[src/hdl/tts_pkg.sv]
// shared types and constants for the task table scheduler
// used by tts_scan and task_table_scheduler_core; no dependencies
package tts_pkg;

  localparam int NUM_SLOTS = 32;
  localparam int SLOT_W    = $clog2(NUM_SLOTS);
  localparam int CNT_W     = SLOT_W + 1;

  // slot zero is never scheduled, slot one is left alone by the tick sweep
  localparam logic [SLOT_W-1:0] ROOT_SLOT      = SLOT_W'(0);
  localparam logic [SLOT_W-1:0] TICK_SKIP_SLOT = SLOT_W'(1);

  localparam logic [15:0] SCALE_RESET = 16'd1000;
  localparam logic [15:0] STEP_RESET  = 16'd1000;

  // configuration register indexes
  localparam logic REG_SLEEP_SCALE = 1'b0;
  localparam logic REG_TICK_STEP   = 1'b1;

  typedef enum logic [2:0] {
    OP_CREATE = 3'd0,
    OP_SCHED  = 3'd1,
    OP_TICK   = 3'd2,
    OP_SLEEP  = 3'd3,
    OP_EXIT   = 3'd4,
    OP_WAIT   = 3'd5,
    OP_WAKE   = 3'd6,
    OP_NOP    = 3'd7
  } op_t;

  typedef enum logic [1:0] {
    ST_READY    = 2'd0,
    ST_SLEEPING = 2'd1,
    ST_WAITING  = 2'd2,
    ST_ZOMBIE   = 2'd3
  } task_state_t;

  typedef enum logic [1:0] {
    STAT_OK   = 2'd0,
    STAT_FULL = 2'd1,
    STAT_NONE = 2'd2
  } status_t;

  // search kinds of the slot scanner
  typedef enum logic [1:0] {
    SCAN_FREE = 2'd0,
    SCAN_LIVE = 2'd1,
    SCAN_USED = 2'd2
  } scan_mode_t;

  typedef struct packed {
    logic              done;
    logic              found;
    logic [SLOT_W-1:0] idx;
  } scan_res_t;

  typedef enum logic [2:0] {
    S_IDLE,
    S_EXEC,
    S_CREATE,
    S_TICK,
    S_SLEEP,
    S_NEXT,
    S_PICK,
    S_DONE
  } fsm_t;

  typedef struct packed {
    op_t         opcode;
    logic [4:0]  parent_id;
    logic [4:0]  target_id;
    logic [15:0] sleep_units;
  } tts_item_t;

  typedef struct packed {
    status_t    status;
    logic [4:0] chosen_id;
    logic       switched;
  } tts_result_t;

endpackage

[src/hdl/tts_scan.sv]
// slot scanner: walks the task table one slot per cycle from a base slot
// depends on tts_pkg
module tts_scan import tts_pkg::*; (
  input  logic                 clk,
  input  logic                 rst,
  input  logic                 start,
  input  scan_mode_t           mode,
  input  logic [SLOT_W-1:0]    base,
  input  logic [NUM_SLOTS-1:0] used,
  input  logic [NUM_SLOTS-1:0] zombie,
  output scan_res_t            res
);

  logic              busy;
  scan_mode_t        mode_r;
  logic [SLOT_W-1:0] base_r;
  logic [CNT_W-1:0]  k;
  logic [SLOT_W-1:0] idx;
  logic              hit;
  logic              last;

  // slot under test and its match
  always_comb begin
    idx  = base_r + k[SLOT_W-1:0];
    hit  = 1'b0;
    last = 1'b0;
    case (mode_r)
      SCAN_FREE: begin
        hit  = !used[idx];
        last = (k == CNT_W'(NUM_SLOTS - 1));
      end
      SCAN_LIVE: begin
        hit  = used[idx] && !zombie[idx] && (idx != ROOT_SLOT);
        last = (k == CNT_W'(NUM_SLOTS - 1));
      end
      SCAN_USED: begin
        hit  = used[idx];
        last = (k == CNT_W'(NUM_SLOTS));
      end
      default: begin
        hit  = 1'b0;
        last = 1'b1;
      end
    endcase
    res.done  = busy && (hit || last);
    // next-used search falls back to the base slot itself
    res.found = hit || (mode_r == SCAN_USED && last);
    res.idx   = idx;
  end

  // scan counter
  always_ff @(posedge clk) begin
    if (rst) begin
      busy <= 1'b0;
    end else if (start) begin
      busy <= 1'b1;
    end else if (res.done) begin
      busy <= 1'b0;
    end
    if (start) begin
      mode_r <= mode;
      base_r <= (mode == SCAN_FREE) ? ROOT_SLOT : base;
      k      <= (mode == SCAN_FREE) ? CNT_W'(0) : CNT_W'(1);
    end else if (busy) begin
      k <= k + CNT_W'(1);
    end
  end

endmodule

[src/hdl/task_table_scheduler_core.sv]
// top level of the task table scheduler: table state, sequencer, countdown memory
// depends on tts_pkg and tts_scan
//
// One word is taken at a time; item_ready is high only while the sequencer is
// idle, and a finished result may wait in the output register meanwhile.
// Create, schedule, wait, exit and sleep walk the table through one scanner
// that tests one slot per cycle; create walks to the first free slot, and sleep
// takes a next-used walk then a live walk. Tick sweeps the 32-bit sleep
// countdowns slot by slot, since they live in a memory with one registered
// read and one write port. Wake, the no-op, a wait on slot zero and an exit
// that hands over to its parent need no walk. A result that is not taken
// holds the sequencer in its last state until it is. No clearing pass follows
// reset: a countdown is written when its slot is created and is not used
// before.
module task_table_scheduler_core import tts_pkg::*; (
  input  logic        clk,
  input  logic        rst,
  input  logic        item_valid,
  output logic        item_ready,
  input  tts_item_t   item,
  output logic        result_valid,
  input  logic        result_ready,
  output tts_result_t result,
  input  logic        cfg_we,
  input  logic        cfg_idx,
  input  logic [15:0] cfg_data
);

  fsm_t state, state_next;

  logic [15:0]          sleep_scale;
  logic [15:0]          tick_step;
  tts_item_t            item_r;
  logic [SLOT_W-1:0]    cur;
  logic [SLOT_W-1:0]    old_cur;
  status_t              res_status;
  logic                 created;
  logic [SLOT_W-1:0]    claim;
  logic [NUM_SLOTS-1:0] used;
  task_state_t          tstate [NUM_SLOTS];
  logic [SLOT_W-1:0]    parent_of [NUM_SLOTS];
  logic [NUM_SLOTS-1:0] zombie;
  logic [31:0]          sleep_left [NUM_SLOTS];
  logic [31:0]          rdata;
  logic [31:0]          prod;
  logic [CNT_W-1:0]     tk;
  logic                 p_vld;
  logic [SLOT_W-1:0]    p_idx;

  logic                 scan_start;
  scan_mode_t           scan_mode;
  scan_res_t            scan_res;
  logic                 wr_en;
  logic [SLOT_W-1:0]    wr_addr;
  logic [31:0]          wr_data;
  logic [SLOT_W-1:0]    par;
  task_state_t          par_st;
  logic                 wake_parent;
  logic                 tick_hit;
  logic                 expire;
  logic                 out_load;

  assign item_ready = (state == S_IDLE);

  // zombie mask for the scanner
  always_comb begin
    for (int i = 0; i < NUM_SLOTS; i++) begin
      zombie[i] = (tstate[i] == ST_ZOMBIE);
    end
  end

  // exit: parent of the current task, seen after it turns zombie
  always_comb begin
    par         = used[cur] ? parent_of[cur] : ROOT_SLOT;
    par_st      = (par == cur) ? ST_ZOMBIE : tstate[par];
    wake_parent = (par != ROOT_SLOT) && used[par] &&
                  (par_st == ST_SLEEPING || par_st == ST_WAITING);
  end

  // tick: sleeper in the slot whose countdown was just read
  assign tick_hit = p_vld && used[p_idx] && (p_idx != TICK_SKIP_SLOT) &&
                    (tstate[p_idx] == ST_SLEEPING);
  assign expire   = (rdata <= {16'd0, tick_step});

  tts_scan u_scan (
    .clk    (clk),
    .rst    (rst),
    .start  (scan_start),
    .mode   (scan_mode),
    .base   (cur),
    .used   (used),
    .zombie (zombie),
    .res    (scan_res)
  );

  // sequencer state
  always_ff @(posedge clk) begin
    if (rst) begin
      state <= S_IDLE;
    end else begin
      state <= state_next;
    end
  end

  // next state, scanner starts and countdown writes
  always_comb begin
    state_next = state;
    scan_start = 1'b0;
    scan_mode  = SCAN_LIVE;
    wr_en      = 1'b0;
    wr_addr    = cur;
    wr_data    = '0;
    out_load   = 1'b0;
    case (state)
      S_IDLE: begin
        if (item_valid) state_next = S_EXEC;
      end
      S_EXEC: begin
        case (item_r.opcode)
          OP_CREATE: begin
            scan_start = 1'b1;
            scan_mode  = SCAN_FREE;
            state_next = S_CREATE;
          end
          OP_SCHED: begin
            scan_start = 1'b1;
            state_next = S_PICK;
          end
          OP_TICK: state_next = S_TICK;
          OP_SLEEP: state_next = S_SLEEP;
          OP_EXIT: begin
            if (wake_parent) begin
              state_next = S_DONE;
            end else begin
              scan_start = 1'b1;
              state_next = S_PICK;
            end
          end
          OP_WAIT: begin
            if (item_r.target_id != ROOT_SLOT) begin
              scan_start = 1'b1;
              state_next = S_PICK;
            end else begin
              state_next = S_DONE;
            end
          end
          default: state_next = S_DONE;
        endcase
      end
      S_CREATE: begin
        if (scan_res.done) begin
          state_next = S_DONE;
          if (scan_res.found) begin
            wr_en   = 1'b1;
            wr_addr = scan_res.idx;
          end
        end
      end
      S_TICK: begin
        if (tick_hit) begin
          wr_en   = 1'b1;
          wr_addr = p_idx;
          wr_data = expire ? 32'd0 : rdata - {16'd0, tick_step};
        end
        if (tk == CNT_W'(NUM_SLOTS)) state_next = S_DONE;
      end
      S_SLEEP: begin
        wr_en      = 1'b1;
        wr_data    = prod;
        scan_start = 1'b1;
        scan_mode  = SCAN_USED;
        state_next = S_NEXT;
      end
      S_NEXT: begin
        if (scan_res.done) begin
          if (scan_res.idx != ROOT_SLOT) begin
            scan_start = 1'b1;
            state_next = S_PICK;
          end else begin
            state_next = S_DONE;
          end
        end
      end
      S_PICK: begin
        if (scan_res.done) state_next = S_DONE;
      end
      S_DONE: begin
        if (!result_valid || result_ready) begin
          out_load   = 1'b1;
          state_next = S_IDLE;
        end
      end
      default: state_next = S_IDLE;
    endcase
  end

  // countdown memory
  always_ff @(posedge clk) begin
    if (wr_en) sleep_left[wr_addr] <= wr_data;
    if (state == S_TICK && !tk[SLOT_W]) rdata <= sleep_left[tk[SLOT_W-1:0]];
  end

  // configuration registers
  always_ff @(posedge clk) begin
    if (rst) begin
      sleep_scale <= SCALE_RESET;
      tick_step   <= STEP_RESET;
    end else if (cfg_we) begin
      case (cfg_idx)
        REG_SLEEP_SCALE: sleep_scale <= cfg_data;
        REG_TICK_STEP:   tick_step   <= cfg_data;
        default: ;
      endcase
    end
  end

  // table state and item datapath
  always_ff @(posedge clk) begin
    if (rst) begin
      used <= '0;
      cur  <= ROOT_SLOT;
      for (int i = 0; i < NUM_SLOTS; i++) begin
        tstate[i] <= ST_READY;
      end
    end else begin
      case (state)
        S_EXEC: begin
          case (item_r.opcode)
            OP_SLEEP: tstate[cur] <= ST_SLEEPING;
            OP_EXIT: begin
              tstate[cur] <= ST_ZOMBIE;
              if (wake_parent) begin
                tstate[par] <= ST_READY;
                cur         <= par;
              end
            end
            OP_WAIT: begin
              if (item_r.target_id != ROOT_SLOT) tstate[cur] <= ST_SLEEPING;
            end
            OP_WAKE: tstate[item_r.target_id] <= ST_READY;
            default: ;
          endcase
        end
        S_CREATE: begin
          if (scan_res.done && scan_res.found) begin
            used[scan_res.idx]   <= 1'b1;
            tstate[scan_res.idx] <= ST_READY;
          end
        end
        S_TICK: begin
          if (tick_hit && expire) tstate[p_idx] <= ST_READY;
        end
        S_PICK: begin
          if (scan_res.done && scan_res.found) cur <= scan_res.idx;
        end
        default: ;
      endcase
    end

    // per-item registers
    if (state == S_IDLE && item_valid) begin
      item_r     <= item;
      old_cur    <= cur;
      res_status <= STAT_OK;
      created    <= 1'b0;
    end
    if (state == S_EXEC) begin
      prod <= {16'd0, item_r.sleep_units} * {16'd0, sleep_scale};
      tk   <= '0;
      p_vld <= 1'b0;
    end
    if (state == S_TICK) begin
      tk    <= tk + CNT_W'(1);
      p_vld <= !tk[SLOT_W];
      p_idx <= tk[SLOT_W-1:0];
    end
    if (state == S_CREATE && scan_res.done) begin
      if (scan_res.found) begin
        created               <= 1'b1;
        claim                 <= scan_res.idx;
        parent_of[scan_res.idx] <= item_r.parent_id;
      end else begin
        res_status <= STAT_FULL;
      end
    end
    if (state == S_PICK && scan_res.done && !scan_res.found) res_status <= STAT_NONE;
  end

  // result register
  always_ff @(posedge clk) begin
    if (rst) begin
      result_valid <= 1'b0;
    end else if (out_load) begin
      result_valid <= 1'b1;
    end else if (result_ready) begin
      result_valid <= 1'b0;
    end
    if (out_load) begin
      result.status    <= res_status;
      result.chosen_id <= created ? claim : cur;
      result.switched  <= (cur != old_cur);
    end
  end

  // a task switch only comes with success and never lands on slot zero
  a_switch_ok: assert property (@(posedge clk) disable iff (rst)
    result_valid && result.switched |-> result.status == STAT_OK)
    else $error("switch reported with failing status");

  a_switch_root: assert property (@(posedge clk) disable iff (rst)
    result_valid && result.switched |-> result.chosen_id != ROOT_SLOT)
    else $error("switched to slot zero");

  // the scanner finishes only in a state that waits for it
  a_scan_owner: assert property (@(posedge clk) disable iff (rst)
    scan_res.done |-> (state == S_CREATE || state == S_NEXT || state == S_PICK))
    else $error("scanner finished outside a scan state");

endmodule

[config.mk]
export PLATFORM = sky130hd
export DESIGN_NAME = task_table_scheduler_core
export DESIGN_NICKNAME = d
export VERILOG_FILES = /design/src/hdl/tts_pkg.sv /design/src/hdl/tts_scan.sv /design/src/hdl/task_table_scheduler_core.sv
export SDC_FILE = /design/constraint.sdc
export NUM_CORES = 2
export LEC_CHECK = 0
export CORE_MARGIN = 2
export CORE_UTILIZATION = 46
export CTS_BUF_LIST = sky130_fd_sc_hd__clkbuf_16
export DETAILED_ROUTE_END_ITERATION = 10
export DONT_BUFFER_PORTS = 1
export PLACE_DENSITY = 0.66
export SYNTH_ARGS = -nofsm -noshare
export SYNTH_HDL_FRONTEND = slang
export SYNTH_HIERARCHICAL = 1
export SYNTH_SLANG_ARGS = --single-unit
export TNS_END_PERCENT = 30
[constraint.sdc]
create_clock -name clk -period 9.9 [get_ports clk]
set_input_delay 1.485 -clock clk [delete_from_list [all_inputs] [get_ports clk]]
set_output_delay 1.485 -clock clk [all_outputs]
set_load 0.01 [all_outputs]
Word level (Yosys, flattened, before mapping)
Memory sizes are Yosys's and may differ from the RTL's. A register that Yosys moved wholly into a read port is not among the register bits.
Index checks and enable logic that the tools add are counted.
{ "totals": {"memories": 3, "ff_bits": 181, "elab_cells": 283, "mem_bits_rw": 1248, "in_bits": 51, "output_inout_bits": 10} }
{ "op_classes": {"add_sub_neg": 4, "n_mux": 124, "multipliers": 1, "n_bitwise": 4, "eq_ne": 64, "magnitude_cmp": 6, "reduce_logical": 52} }
{ "mem_list": {"columns": ["memory", "words", "word_bits", "rd", "rd_clocked_by_memory_dff", "wr", "line_no", "text"], "rows": [
  ["sleep_left", 32, 32, 1, 1, 1, "task_table_scheduler_core.sv:43", "logic [31:0] sleep_left [NUM_SLOTS];"],
  ["parent_of", 32, 5, 1, 1, 1, "task_table_scheduler_core.sv:41", "logic [SLOT_W-1:0] parent_of [NUM_SLOTS];"],
  ["tstate", 32, 2, 34, 1, 32, "task_table_scheduler_core.sv:40", "task_state_t tstate [NUM_SLOTS];"]
]} }
{ "ops": {"columns": ["cell", "count"], "rows": [
  ["5-bit 2-to-1 mux", 16],
  ["1-bit 2-to-1 mux", 69],
  ["2-bit equality test (second input constant)", 34],
  ["32-bit 2-to-1 mux", 2],
  ["32-bit case mux with 2 select lines", 1],
  ["32-bit by 16-bit <= comparator with 1-bit output", 1],
  ["16-bit by 16-bit multiplier with 32-bit output", 1],
  ["32-bit OR", 1],
  ["32-bit by 16-bit subtractor with 32-bit output", 1],
  ["1-bit binary-select mux with 5-bit select", 5],
  ["5-bit by 6-bit less-than comparator with 1-bit output (second input constant)", 4],
  ["6-bit 2-to-1 mux", 4],
  ["2-bit 2-to-1 mux", 11],
  ["3-bit equality test (second input constant)", 7],
  ["3-bit case mux with 7 select lines", 1],
  ["5-bit case mux with 2 select lines", 2],
  ["3-bit case mux with 6 select lines", 1],
  ["1-bit logical AND", 17],
  ["2-bit OR reduction", 8],
  ["3-bit 2-to-1 mux", 5],
  ["5-bit nonzero test", 3],
  ["6-bit by 1-bit adder with 6-bit output (second input constant)", 2],
  ["3-bit by 2-bit equality test with 1-bit output (second input constant)", 4],
  ["6-bit equality test (second input constant)", 2],
  ["24 further kinds", 53]
]} }

Depth between registers and ports, before layout
An unclocked memory read counts as a cell.
{ "logic_depth": {"depth_word": 18, "depth_mapped": 27, "depth_no_buf": 25} }

Modules after synthesis
The synthesis kept the hierarchy.
{ "by_module_without_submodules": {"columns": ["mod", "area_each_um2", "seq_area_each_um2", "n_inst", "cells_each"], "rows": [
  ["task_table_scheduler_core", 68186.6, 42250.5, 1, 4350],
  ["tts_scan", 1453.9, 410.4, 1, 124]
]} }

Least setup slack after synthesis
OpenSTA, ideal clock, no wires.
{ "synth_path": {"path_kind": "flip-flop to flip-flop", "from": "reg u_scan.k[0]", "to": "mem sleep_left[28][0], enable pin", "setup_ps": 468, "path_stages_with_launch": 15, "period_less_slack_ps": 7141, "n_path_buf": 1, "t_arrival_ps": 6673, "slack_ps": 2759, "t_required_ps": 9432, "cell_sequence": "edfxtp_1 -> ha_1 -> fa_1 -> clkbuf_1 -> mux4_2 -> a2111oi_4 -> a311oi_1 -> a311oi_1 -> a211oi_2 -> a21boi_0 -> nand2_1 -> a21o_1 -> a221oi_1 -> nand4b_1 -> nor3b_1"} }
{ "synth_rtl": {"columns": ["element", "line_no", "text"], "rows": [
  ["start: declaration", "tts_scan.sv:17", "logic [CNT_W-1:0] k;"],
  ["start signal: assignment", "tts_scan.sv:63", "k <= (mode == SCAN_FREE) ? CNT_W'(0) : CNT_W'(1);"],
  ["start signal: assignment", "tts_scan.sv:65", "k <= k + CNT_W'(1);"],
  ["end: declaration", "task_table_scheduler_core.sv:43", null]
]} }

==> out/qor.yml <==
clocking:
  clk_path_buf_depth: 3
  cts_tree: "done"
  cts.root.buffer_cell: "clkbuf_16"
  worst_setup_hold_path_clk_slew_ns: 0.06
  cts_num_sinks: 1471
  htreeDepth: 4
  clock_network_latency_to_the_later_pin_of_the_worst_skew_pair_ns: 0.82
  post-cts-setup-buffers: 0
  postCtsHoldBufs: 0
  cts_repair_resize_count: 0
  cts_made_buffers: 153
die:
  die_height_um: 393
  number_of_top_level_design_ports: 61
  dieWidth_um: 393
  floorplan.initialDensity: 0.464
  core.rowCount: 142
  core-area_sq_um: 150000
  design.die.area_sq_um: 155000
route:
  drt-pass1-iter-count: 6
  drt_drc_violations_left: 0
  drt_wl_total_um: 178000
  count_of_vias_placed_by_the_detailed_router: 39700
  route.detailed.wl_per_inst_um: 26.8
  final_antenna_net_count: 0
  vias_per_cell: 5.97
  drt_first_iter_violations: 4021
grt:
  grt_usage: 0.233
  grt_max_degree: 128
  vias_in_the_first_global_route: 39400
  antenna_found_initial: 3
  grt_overflow_total: 0
  grt_first_pass_wirelength_um: 263000
layout:
  n_antenna_cell: 0
  fin_util: 0.516
  most_common_library_cell_in_the_layout_ignoring_fill_and_taps: "edfxtp_1"
  postLayoutCellArea_sq_um: 77500
  fillers: 12200
  layout.nets: 4878
  multiInputGateArea_sq_um: 25200
  final_layout_size_suffix_gt1_frac: 0.189
  sequential_cell_area_sq_um: 42700
  area_delta_synth_final_pct: 11.2
  commonest_cells_after_routing_fill_and_taps_aside: "edfxtp_1, mux4_2, nand2_1, inv_1, fa_1"
yosys:
  synth_cell_type_count: 105
  post_synth_instance_area_sq_um: 69600
  synth_warnings: 6
  yosysSeqAreaShare: 0.613
  synthXorXnorAreaFrac: 0.00879
  synth_cells: 4474
  number_of_flops_mapped_to_enable_cells_by_yosys: 1320
  post_synth_main_area_contributors: "edfxtp_1, mux4_2, fa_1"
  synth_largest_type_area_fraction: 0.569
  netlist.top_cell.by_area: "edfxtp_1"
  synthAdderAreaFrac: 0.0792
  synth_mux_area_frac: 0.145
  ys_async_sr_fraction: 0
  synth_compound_gate_area_share: 0.0497
  syn_avg_cell_area_sq_um: 15.6
  synthesized_net_count: 4848
  synth_top_family_by_area: "multiplexers"
  total_of_flip_flops_plus_latches_after_synthesis: 1471
  ys.flop_type: "edfxtp_1"
  synth_simple_gate_area_frac: 0.0742
min_path:
  hold_path.startpoint: "res_status[0]"
  min-delay-path-class: "reg -> reg"
setup_path:
  max_fo_critical_path: 18
  worstReg2RegStart: "u_scan/k[0]"
  worstSetupStartpointType: "flop"
  critPathArrivalTime_ns: 7.83
  critPathCaptureType: "flop"
  cp_data_required_time_ns: 10.38
  crit_type: "reg -> reg"
  cp-startpoint: "u_scan/k[0]"
run:
  max_cap_viol_count: 0
run_status:
  status: "complete, no violations"
timing:
  min_period_ns: 7.35
  clock.fmax_mhz: 136
  report.final.setup_viol: 0
  final.setup_skew_ns: 0.0837
  hold_viol: 0
  final-max-slew-violation-count: 0
  setup-tns-final_ns: 0
  worst-slew-pin-transition_ns: 1.31
  timing.max_slew.rel_slack: 0.128
  worst_slack_ns: 2.55
  grt_setup_unrepaired: "false"
  finalCritPeriodShare: 0.742
placed_design:
  pre_cts_ws_ns: 2.62
  numPortBuffers: 0
  dp_hpwl_um: 112000
  postPlaceCellArea_sq_um: 72400
  place_congestion: 0.941
power_and_ir_drop:
  final_total_power_mw: 24.0
  power_per_cell_area_nw_per_um2: 309
  p_leak_nw: 26.6
  vdd_drop_max_uv: 632
-- cells by family after synthesis --
logic type               count (synthesis)
AND/OR/NAND/NOR                       1039
XOR/XNOR                                69
buffers and inverters                  538
AO/OA/AOI/OAI                          492
adder cells (fa/ha/maj)                323
flip-flops                            1471
multiplexers                           542
-- report_power, final --
part	switching [mW]	internal, mW	total [mW]
logic	5.89	4.27	10.2
clock network	2.51	3.18	5.69
registers	0.310	7.80	8.11
total	8.71	15.2	24.0
-- worst paths after layout --
kind / endpoint / slack, ns / depth (start not counted)
setup / recovery: sleep_left[6][24] / 2.55 / 17
hold / removal: result[6] / 0.44 / 0
setup reg to reg: sleep_left[6][24] / 2.55 / 17
hold reg to reg: result[6] / 0.44 / 0
-- critical path: stages, from the launching register on --
cell	delay [ns]
edfxtp_1	0.46
ha_1	0.84
buf_4	0.39
mux4_2	0.55
and2_4	0.18
a2111oi_4	0.32
a311oi_1	0.09
a311oi_1	0.48
a211oi_2	0.19
a21boi_0	0.43
nand2_1	0.20
mux2i_1	0.19
o21ai_0	0.10
a22oi_1	0.53
nor2b_1	0.32
nand2_1	0.39
nor2_4	0.90
buf_4	0.43
-- flip-flops by register name, indices dropped and copies added (netlist names), 29 cells and up, named ones only --
signal / flops
tstate: 64
prod: 32
used: 32
item_r: 29
sleep_left: 1024
parent_of: 160
rdata: 32
-- per-layer routing --
layer / wire [um] / vias up / GRT usage
li1: - / 17000 / -
met1: 73900 / 20700 / 0.325
met2: 85700 / 1650 / 0.374
met3: 13400 / 286 / 0.0417
met4: 5090 / 0 / 0.0690
met5: 0 / - / 0
-- cell type report --
class	count	area share
flip-flops and latches	1471	0.551
clock buffers	154	0.0497
inverters	304	0.0148
clock inverters	128	0.0155
repair buffers	109	0.0109
well taps	2016	0.0326
multi-input cells	2465	0.326
-- cells in the mapped netlist, types with 7 or more instances --
cell      instances
or2_2            11
o21a_1           17
fa_1            196
a22o_1            9
inv_1           302
o31ai_1          14
xnor2_1          47
nor3_1           48
and3_1           25
o21ai_0          65
edfxtp_1       1320
nand2_1         360
a21oi_1         109
nor2b_1          45
buf_4            12
xor2_1           21
nor4_1            8
nor2_1          211
dfxtp_1         151
nor2_4            7
and4_1           11
o211ai_1         43
clkbuf_1        153
o21bai_1         13
ha_1            127
o32ai_1          10
buf_2            33
nor3b_1          24
a31oi_1          45
nand4_1          15
mux2_2           55
a22oi_1          17
nand2b_1         30
a21o_1           24
mux2i_1         120
a211oi_1          7
o22ai_1          16
and2_1          150
o32a_1            8
or3_1            10
mux4_2          362
a311oi_1         19
nand3_1          46
buf_1            33
-- stage by stage --
stage          hold slack [ns]  std cells
2_1_floorplan            0.409       4474
3_3_place_gp             0.423       6365
3_5_place_dp             0.424       6365
4_1_cts                  0.448       6647
5_1_grt                  0.454       6647
6_report                 0.442       6647
Power figures use the tool's default switching activity.
